<file path="src/pcls_pkg.sv">
// ----------------------------------------------------------------------------
// pcls_pkg
// Shared types and constants of the per-channel latency statistics block.
// ----------------------------------------------------------------------------
package pcls_pkg;
  localparam int NUM_CPUS     = 64;
  localparam int LATENCY_BITS = 40;
  localparam int CPU_W        = 6;
  localparam int LAT_W        = 40;
  localparam int DIV_W        = 10;
  localparam int CNT_W        = 32;
  localparam int SUM_W        = 64;
  localparam int NUM_RECS     = 2 * NUM_CPUS;
  localparam int IDX_W        = $clog2(NUM_RECS);
  localparam logic [DIV_W-1:0] DIV_RESET = DIV_W'(1000);

  typedef logic [DIV_W-1:0] divisor_t;

  typedef struct packed {
    logic [CPU_W-1:0] cpu;
    logic             context_req;
    logic [LAT_W-1:0] latency;
  } sample_t;

  typedef struct packed {
    logic [CPU_W-1:0] cpu_out;
    logic             context_out;
    logic [CNT_W-1:0] sample_count;
    logic [LAT_W-1:0] current_scaled;
    logic [LAT_W-1:0] minimum_scaled;
    logic [LAT_W-1:0] mean_scaled;
    logic [LAT_W-1:0] maximum_scaled;
  } stats_t;

  typedef struct packed {
    logic [CNT_W-1:0]        count;
    logic [LATENCY_BITS-1:0] current;
    logic [LATENCY_BITS-1:0] minimum;
    logic [SUM_W-1:0]        sum;
    logic [LATENCY_BITS-1:0] maximum;
  } rec_t;

  typedef enum logic [2:0] {
    ST_CLEAR, ST_IDLE, ST_READ, ST_UPDATE, ST_MEAN, ST_SCALE, ST_OUT
  } state_t;
endpackage

</file>
<file path="src/pcls_div.sv">
// ----------------------------------------------------------------------------
// pcls_div
// Restoring divider, 64-bit dividend by 32-bit divisor, one bit per cycle.
// ----------------------------------------------------------------------------
module pcls_div (
  input  logic                 clk,
  input  logic                 rst,
  input  logic                 start,
  input  logic [pcls_pkg::SUM_W-1:0] dividend,
  input  logic [pcls_pkg::CNT_W-1:0] divisor,
  output logic                 done,
  output logic [pcls_pkg::SUM_W-1:0] quotient
);
  import pcls_pkg::*;

  logic [SUM_W-1:0] quo;
  logic [CNT_W:0]   rem;
  logic [CNT_W-1:0] dvs;
  logic [6:0]       cnt;
  logic             busy;
  logic [CNT_W:0]   shifted;
  logic [CNT_W:0]   diff;

  assign shifted  = {rem[CNT_W-1:0], quo[SUM_W-1]};
  assign diff     = shifted - {1'b0, dvs};
  assign quotient = quo;

  always_ff @(posedge clk) begin
    if (rst) begin
      busy <= 1'b0;
      done <= 1'b0;
      cnt  <= '0;
    end else begin
      done <= 1'b0;
      if (start) begin
        busy <= 1'b1;
        cnt  <= 7'(SUM_W);
      end else if (busy) begin
        cnt <= cnt - 7'd1;
        if (cnt == 7'd1) begin
          busy <= 1'b0;
          done <= 1'b1;
        end
      end
    end
  end

  always_ff @(posedge clk) begin
    if (start) begin
      quo <= dividend;
      rem <= '0;
      dvs <= divisor;
    end else if (busy) begin
      if (!diff[CNT_W]) begin
        rem <= diff;
        quo <= {quo[SUM_W-2:0], 1'b1};
      end else begin
        rem <= shifted;
        quo <= {quo[SUM_W-2:0], 1'b0};
      end
    end
  end
endmodule

</file>
<file path="config.mk">
export PLATFORM = sky130hd
export DESIGN_NAME = pcls_div
export DESIGN_NICKNAME = d
export VERILOG_FILES = /design/src/pcls_pkg.sv /design/src/pcls_div.sv
export SDC_FILE = /design/constraint.sdc
export NUM_CORES = 1
export LEC_CHECK = 0
export BUFFER_PORTS_ARGS = -buffer_cell sky130_fd_sc_hd__buf_2
export CORE_MARGIN = 2
export CORE_UTILIZATION = 45
export CTS_CLUSTER_DIAMETER = 40
export DETAILED_ROUTE_END_ITERATION = 7
export PLACE_DENSITY = 0.68
export SKIP_LAST_GASP = 1
export SLEW_MARGIN = 20
export SYNTH_ARGS = -nofsm -noshare
export SYNTH_HDL_FRONTEND = slang
export SYNTH_SLANG_ARGS = --single-unit
</file>
<file path="constraint.sdc">
create_clock -name clk -period 4.2 [get_ports clk]
set_input_delay 0.42 -clock clk [delete_from_list [all_inputs] [get_ports clk]]
set_output_delay 0.42 -clock clk [all_outputs]
set_load 0.03 [all_outputs]
</file>
==> results of run 1 <==
[registers in the layout, indices dropped and copies added, names as in the netlist]
name      cells
rem          32
busy          1
cnt           7
dvs          32
done          1
quotient     64
[per-stage QoR]
step | power (uW) | utilization | setup slack [ns] | cell area (um2)
after floorplan | 2320 | - | 1.22 | 7450
after global placement | 2550 | 0.515 | 1.18 | 8440
after detailed placement | 2560 | 0.515 | 1.17 | 8440
after CTS | 4050 | 0.550 | 1.10 | 9020
after global routing | 4200 | 0.550 | 0.831 | 9020
final | 4010 | 0.550 | 1.10 | 9020
[routing by layer]
| metal | share of wire | vias up | track usage | wire [um] |
|---|---|---|---|---|
| li1 | - | 2813 | - | - |
| met1 | 0.44 | 2625 | 0.255 | 7550 |
| met2 | 0.46 | 168 | 0.328 | 7900 |
| met3 | 0.079 | 23 | 0.0805 | 1340 |
| met4 | 0.017 | 2 | 0.0573 | 297 |
| met5 | 0.00076 | - | 0 | 13 |
[layout by cell type, fill, tap and decap left out, drive strengths merged, types with 3 or more instances in the layout]
cell type,n
and2,3
xor2,11
nand3,5
nor3b,3
mux2,63
nand2b,7
nand2,42
or2,3
a22o,4
o21a,9
clkinv,3
nor2,70
a21oi,51
nand4,9
o31a,6
edfxtp,96
buf,169
inv,51
o31ai,4
nor2b,5
or3,3
dfxtp,41
mux2i,7
a21o,10
a31oi,4
nor3,7
ha,34
a211oi,32
o21bai,3
nor4,3
o21ai,34
xnor2,20
clkbuf,18
[worst min path at each step]
stage,startpoint,end,slack [ns]
6_report,divisor[7],dvs[7]$_DFFE_PP_,0.17
5_1_grt,divisor[28],dvs[28]$_DFFE_PP_,0.15
4_1_cts,divisor[17],dvs[17]$_DFFE_PP_,0.15
3_5_place_dp,rem[30]$_SDFFE_PP0P_,rem[30]$_SDFFE_PP0P_,0.49
3_3_place_gp,rem[30]$_SDFFE_PP0P_,rem[30]$_SDFFE_PP0P_,0.47
2_1_floorplan,rem[30]$_SDFFE_PP0P_,rem[30]$_SDFFE_PP0P_,0.45
[worst max-delay path: stages, from the launching register on]
cell and delay (ns):
edfxtp_1 0.37, inv_1 0.05, ha_1 0.21, fa_1 0.38
nor2b_1 0.23, o31a_1 0.22, o21ai_1 0.11, a211oi_1 0.50
o21ai_1 0.20, o31ai_1 0.29, xnor2_1 0.15, o21ai_0 0.08
a22o_1 0.20
[cells by family after synthesis]
logic type,after synthesis,share of synthesized area
muxes,70,0.105
buffers and inverters,79,0.0439
adders and majority gates,35,0.0598
DFF,137,0.497
xor gates and xnor gates,31,0.0365
AOI/OAI and AO/OA,174,0.159
and+or+nand+nor,163,0.0993
[power by group through the flow]
stage / Combinational [uW] / Sequential, uW / Clock, uW
2_1_floorplan: 513 / 1810 / 0
3_3_place_gp: 866 / 1680 / 0
3_5_place_dp: 875 / 1680 / 0
4_1_cts: 877 / 1660 / 1520
5_1_grt: 960 / 1670 / 1570
6_report: 874 / 1660 / 1480
[cell type report]
| cell class | count | area share |
|---|---|---|
| Antenna cell | 1 | 0.000277 |
| Inverter | 43 | 0.0179 |
| Multi-Input combinational cell | 473 | 0.380 |
| Clock inverter | 14 | 0.0165 |
| Timing Repair Buffer | 169 | 0.0971 |
| Clock buffer | 18 | 0.0476 |
| Tap cell | 220 | 0.0305 |
| Sequential cell | 137 | 0.411 |
==> flow_metrics.tcl, run 1 <==
set metrics [dict create \
    vias 5631 \
    root_buffer "clkbuf_16" \
    outcome "complete, no violations" \
    synth_top_area_frac 0.387 \
    drv_slew 0 \
    min_period_ns 3.10 \
    fin_tns_setup_ns 0 \
    worstSetupPathType "flop to flop" \
    maxCapViolCount 0 \
    ys_top_cells_by_area "edfxtp_1, dfxtp_1, mux2_2" \
    cts_tree "done" \
    r2r_end "rem[26]$_SDFFE_PP0P_" \
    clkLatencyLatePin_ns 0.42 \
    chipHeight_um 133 \
    holdWs_ns 0.168 \
    ys_async_sr_fraction 0 \
    hpwl_mm 12.4 \
    avgRoutedWirePerCell_um 15.9 \
    gr-total-overflow 0 \
    globalplace.congestion 0.856 \
    drive_above_1_share 0.330 \
    combPwrFrac 0.218 \
    regToRegStartpoint "quotient[63]$_DFFE_PP_" \
    route.detailed.drc 0 \
    fmax_ghz 0.323 \
    multi_input_area_um2 3420 \
    startpoint_type "flop" \
    switching_share 0.311 \
    design.die.area_um2 17600 \
    synth-edff-count 96 \
    min_period_over_period 0.737 \
    grt_pass1_wl_mm 28.5 \
    dp.cells 1042 \
    required_ns 4.52 \
    hold_viol_final 0 \
    rsz0062_at_grt "false" \
    cp.arrival_ns 3.41 \
    clk_pin_slew_ns 0.07 \
    synth_nets 823 \
    p_int_uw 2770 \
    skew_ns 0.0127 \
    seq_power_share 0.412 \
    clockBufferDepth 2 \
    p_per_area_nw_per_um2 445 \
    clockPowerShare 0.370 \
    syn_avg_cell_area_um2 10.8 \
    p_leak_uw 0.00380 \
    ant_nets 0 \
    crit_path_end "rem[26]$_SDFFE_PP0P_" \
    cp-end-kind "flop" \
    ios 164 \
    first_pass_iters 5 \
    yosys_warnings 0 \
    setup-violations-final 0 \
    row_count 47 \
    cts_setup_buffers 0 \
    critPathLaunch "quotient[63]$_DFFE_PP_" \
    synthTopCellsByCount "edfxtp_1, nor2_1, mux2_2, a21oi_1, inv_1" \
    vdd_drop_max_mv 0.344 \
    ys.flop_type "edfxtp_1" \
    switchingPower_uw 1250 \
    synth.ff_latch_count 137 \
    hold_class "input pin to flop" \
    cts_resized 0 \
    r2r_slack_ns 1.10 \
    nets 975 \
    start_util 0.454 \
    track_usage 0.204 \
    layout.area.seq_um2 3700 \
    routed_via_density 5.24 \
    htree_levels 4 \
    core_um2 16400 \
    ys_seq_area_frac 0.497 \
    reg2regPathDepth 12 \
    syn_to_final_growth_pct 21.2 \
    cts.sinks 137 \
    io_buffers 163 \
    hold_buffers 0 \
    cts_buffers 17 \
    crit_path_max_fanout 4 \
    grt_pass1_vias 5734 \
    yosysMostFrequentCell "edfxtp_1" \
    fin_cells 1075 \
    fill_cells 1451 \
    tightest_slew_ns 0.704 \
    yosys.area.top_type "edfxtp_1" \
    drtIter0Drc 326 \
    slew_headroom 0.529 \
    syn-cell-area_um2 7450 \
    fp.dieW_um 133 \
    ys_types 58 \
    grt_max_degree 59 \
    antenna_found_initial 2 \
    hold_depth 1 \
    syn-instance-count 689 \
    wl_mm 17.1 \
]
(Power assumes the default switching activity.)
==> inputs of run 2 (changes only) <==
- clock period: 4.2 -> 3.2 ns (I/O delays scaled with it)
==> flow_metrics.tcl, run 2 (synthesis gave the netlist of run 1 again) <==
set metrics [dict create \
    hpwl_mm 12.2 \
    clkLatencyLatePin_ns 0.43 \
    reg2regPathDepth 12 \
    start_util 0.454 \
    globalplace.congestion 0.876 \
    fmax_ghz 0.338 \
    maxCapViolCount 0 \
    antennaDiodeCount 0 \
    syn_to_final_growth_pct 22.4 \
    wl_mm 17.4 \
    r2r_slack_ns 0.24 \
    chipHeight_um 133 \
    p_leak_uw 0.00385 \
    regToRegStartpoint "quotient[63]$_DFFE_PP_" \
    track_usage 0.206 \
    core_um2 16400 \
    p_per_area_nw_per_um2 590 \
    drive_above_1_share 0.336 \
    drv_slew 0 \
    rsz0062_at_grt "false" \
    multi_input_area_um2 3430 \
    cts_tree "done" \
    fp.dieW_um 133 \
    outcome "complete, no violations" \
    fin_tns_setup_ns 0 \
    gr-total-overflow 0 \
    setup-violations-final 0 \
    min_period_over_period 0.924 \
    row_count 47 \
    clockBufferDepth 2 \
    slew_headroom 0.474 \
    clk_pin_slew_ns 0.07 \
    antenna_found_initial 2 \
    hold_depth 1 \
    drtIter0Drc 407 \
    routed_via_density 5.21 \
    grt_pass1_wl_mm 28.6 \
    hp-start "divisor[28]" \
    final_common_cell "buf_2" \
    vias 5617 \
    hold_class "input pin to flop" \
    post-route-util 0.555 \
    grt_pass1_vias 5670 \
    nets 979 \
    hold_buffers 0 \
    io_buffers 163 \
    required_ns 3.55 \
    layout.area.seq_um2 3700 \
    grt_max_degree 130 \
    hold_viol_final 0 \
    first_pass_iters 4 \
    ios 164 \
    tightest_slew_ns 0.787 \
    whs_endpoint "dvs[28]$_DFFE_PP_" \
    cts.sinks 137 \
    design.die.area_um2 17600 \
    cp-end-kind "flop" \
    ant_nets 0 \
    cts_setup_buffers 0 \
    root_buffer "clkbuf_16" \
    avgRoutedWirePerCell_um 16.2 \
    r2r_end "rem[19]$_SDFFE_PP0P_" \
    route.detailed.drc 0 \
    cts_buffers 17 \
    min_period_ns 2.96 \
    cp.arrival_ns 3.30 \
    layout_common_cells "buf_2, edfxtp_1, nor2_1, mux2_2, a21oi_1" \
    htree_levels 4 \
    crit_path_max_fanout 32 \
    startpoint_type "flop" \
    skew_ns 0.00985 \
    fill_cells 1441 \
    vdd_drop_max_mv 0.393 \
    largest_reg_flops 64 \
    worstSetupPathType "flop to flop" \
]
-- run 2: changes by cell type in the layout (fill, tap and decap cells not counted), sizes merged --
cell      change
buf           +4
bufinv        +1
clkbuf        -1
clkinv        +2
clkinvlp      -1
diode         -1
inv           -1
-- run 2: layout make-up --
| type | instances | share of cell area |
|---|---|---|
| well taps | 220 | 0.0302 |
| flip-flops and latches | 137 | 0.407 |
| inverters | 43 | 0.0177 |
| clock inverters | 15 | 0.0200 |
| multi-input cells | 473 | 0.377 |
| clock buffers | 17 | 0.0467 |
| repair buffers | 173 | 0.102 |
-- run 2: power breakdown --
group / switching [uW] / internal (uW) / total [uW]
Sequential: 89.8 / 2090 / 2180
Clock: 852 / 1180 / 2030
Combinational: 708 / 459 / 1170
Total: 1650 / 3730 / 5380
-- run 2: worst max path at each step --
stage                           start              endpoint  slack (ns)  depth (start not counted)
3_3_place_gp   quotient[63]$_DFFE_PP_  rem[26]$_SDFFE_PP0P_        0.25                         12
2_1_floorplan  quotient[63]$_DFFE_PP_  rem[19]$_SDFFE_PP0P_        0.22                         13
6_report       quotient[63]$_DFFE_PP_  rem[19]$_SDFFE_PP0P_        0.24                         12
4_1_cts        quotient[63]$_DFFE_PP_  rem[26]$_SDFFE_PP0P_        0.12                         12
3_5_place_dp   quotient[63]$_DFFE_PP_  rem[28]$_SDFFE_PP0P_        0.16                         12
5_1_grt        quotient[63]$_DFFE_PP_  rem[19]$_SDFFE_PP0P_        0.03                         12
-- run 2: what timing repair did --
action | in CTS | in global routing
hold endpoints to repair | 0 | 0
endpoints found under the setup margin | 0 | 14
resized for setup | 0 | 2
-- run 2: layer usage --
layer	routed length (um)	GRT usage
met5	11	0
met4	317	0.0729
met3	1430	0.0866
met2	7980	0.324
met1	7670	0.256
-- run 2: critical path, cell delays in order (launching register included) --
cell and delay, ns:
edfxtp_1 0.36, inv_1 0.05, ha_1 0.21, fa_1 0.40, nor2b_2 0.20, o31ai_1 0.11
a211oi_1 0.28, o21ai_2 0.14, a31oi_4 0.27, xnor2_2 0.14, buf_12 0.19, o31a_1 0.32
a211oi_2 0.20
-- run 2: through the flow --
step,total power (uW),area [um2],instances,hold slack [ns],setup slack [ns]
2_1_floorplan,3040,7450,689,0.392,0.217
6_report,5380,9110,1078,0.0643,0.245
5_1_grt,5630,9110,1078,0.0338,0.0259
3_3_place_gp,3360,8500,1046,0.473,0.245
3_5_place_dp,3370,8500,1046,0.485,0.163
4_1_cts,5420,9100,1078,0.0406,0.122
==> inputs of run 3 (changes only) <==
- CELL_PAD_IN_SITES_DETAIL_PLACEMENT: unset -> 0
- CELL_PAD_IN_SITES_GLOBAL_PLACEMENT: unset -> 1
- CORE_MARGIN: 2 -> 10
- CORE_UTILIZATION: 45 -> 43
- PLACE_DENSITY: 0.68 -> unset
- PLACE_DENSITY_LB_ADDON: unset -> 0.1
==> flow_metrics.tcl, run 3 (synthesis gave the netlist of run 1 again) <==
set metrics [dict create \
    skew_ns 0.00972 \
    cp.arrival_ns 3.27 \
    avgRoutedWirePerCell_um 18.2 \
    clockPowerShare 0.360 \
    drtIter0Drc 285 \
    drive_above_1_share 0.336 \
    p_per_area_nw_per_um2 578 \
    min_period_over_period 0.915 \
    io_buffers 163 \
    nets 980 \
    wl_mm 19.8 \
    htree_levels 4 \
    slew_headroom 0.452 \
    largest_reg_flops 64 \
    ant_nets 0 \
    fp.dieW_um 152 \
    startpoint_type "flop" \
    holdWs_ns 0.0626 \
    routed_via_density 5.27 \
    cp-end-kind "flop" \
    grt_max_degree 77 \
    clkLatencyLatePin_ns 0.43 \
    final_common_cell "buf_2" \
    vias 5722 \
    hpwl_mm 14.6 \
    ios 164 \
    tightest_slew_ns 0.821 \
    hold_class "input pin to flop" \
    setup-violations-final 0 \
    cts_tree "done" \
    rsz0062_at_grt "false" \
    seq_power_share 0.415 \
    min_period_ns 2.93 \
    clk_pin_slew_ns 0.06 \
    worstSetupPathType "flop to flop" \
    switchingPower_uw 1610 \
    start_util 0.435 \
    vdd_drop_max_mv 0.380 \
    row_count 48 \
    drv_slew 0 \
    antenna_found_initial 5 \
    fmax_ghz 0.342 \
    combPwrFrac 0.224 \
    globalplace.congestion 0.825 \
    hold_buffers 0 \
    grt_pass1_wl_mm 31.4 \
    switching_share 0.307 \
    maxCapViolCount 0 \
    layout_common_cells "buf_2, edfxtp_1, nor2_1, mux2_2, a21oi_1" \
    chipHeight_um 152 \
    hold_viol_final 0 \
    grt_pass1_vias 5940 \
    design.die.area_um2 23000 \
    p_int_uw 3640 \
    root_buffer "clkbuf_16" \
    clockBufferDepth 2 \
    gr-total-overflow 0 \
    p_leak_uw 0.00382 \
    outcome "complete, no violations" \
    route.detailed.drc 0 \
    core_um2 17100 \
    post-route-util 0.531 \
    syn_to_final_growth_pct 22.0 \
    cts_buffers 17 \
    required_ns 3.54 \
    first_pass_iters 6 \
    crit_path_max_fanout 28 \
    track_usage 0.174 \
    fin_tns_setup_ns 0 \
    cts.sinks 137 \
]
## run 3: changes by cell type in the layout (fill, tap and decap cells not counted), moves of 2 or more
cell	previous run	this run
clkinvlp_4	1	4
inv_8	3	0
buf_12	3	1
clkbuf_1	0	2
## run 3: timing repair
action / CTS / global route
endpoints found under the setup margin: 0 / 29
buffers inserted: 0 / 0
resized for setup: 0 / 4
## run 3: area by class of cell
cell class | count | area, um2
fill | 1549 | 8030
clock buffer | 20 | 447
multi-input combinational | 473 | 3440
tap | 225 | 282
timing repair buffer | 174 | 935
clock inverter | 12 | 118
antenna | 1 | 2.50
inverter | 43 | 161
sequential | 137 | 3700
## run 3: routing by layer
metal  up-vias  GRT usage  wire (um)
met4         6     0.0481        237
met1      2669      0.199       8310
met5         -          0         43
li1       2839          -          -
met2       182      0.273       8980
met3        26      0.102       2210
## run 3: through the flow
| step | cell area (um2) | total power (uW) | setup slack, ns | instances |
|---|---|---|---|---|
| finish | 9090 | 5250 | 0.273 | 1085 |
| CTS | 9050 | 5300 | 0.0883 | 1083 |
| floorplan | 7450 | 3040 | 0.217 | 689 |
| global route | 9080 | 5520 | 0.0324 | 1084 |
| global placement | 8490 | 3370 | 0.214 | 1051 |
| detailed placement | 8490 | 3390 | 0.129 | 1051 |
## run 3: power by group through the flow
| stage | clock [uW] | combinational [uW] | sequential (uW) |
|---|---|---|---|
| global route | 2020 | 1300 | 2200 |
| CTS | 1940 | 1180 | 2180 |
| floorplan | 0 | 674 | 2370 |
| detailed placement | 0 | 1170 | 2220 |
| finish | 1890 | 1180 | 2180 |
| global placement | 0 | 1160 | 2210 |
## run 3: path summary, 6_finish.rpt
kind / startpoint / endpoint / slack, ns / cells past startpoint
min reg2reg: rem[22]$_SDFFE_PP0P_ / rem[22]$_SDFFE_PP0P_ / 0.50 / 2
max: quotient[63]$_DFFE_PP_ / rem[19]$_SDFFE_PP0P_ / 0.27 / 12
max reg2reg: quotient[63]$_DFFE_PP_ / rem[19]$_SDFFE_PP0P_ / 0.27 / 12
min: divisor[4] / dvs[4]$_DFFE_PP_ / 0.06 / 1
## run 3: worst max-delay path, cell delays in order (launching register included)
cell and delay [ns]:
edfxtp_1 0.36, inv_1 0.05, ha_1 0.21, fa_1 0.39, nor2b_2 0.19, o31ai_1 0.12, a211oi_2 0.23, o21ai_2 0.13
a31oi_4 0.27, xnor2_2 0.13, buf_6 0.21, o31a_1 0.32, a211oi_2 0.21
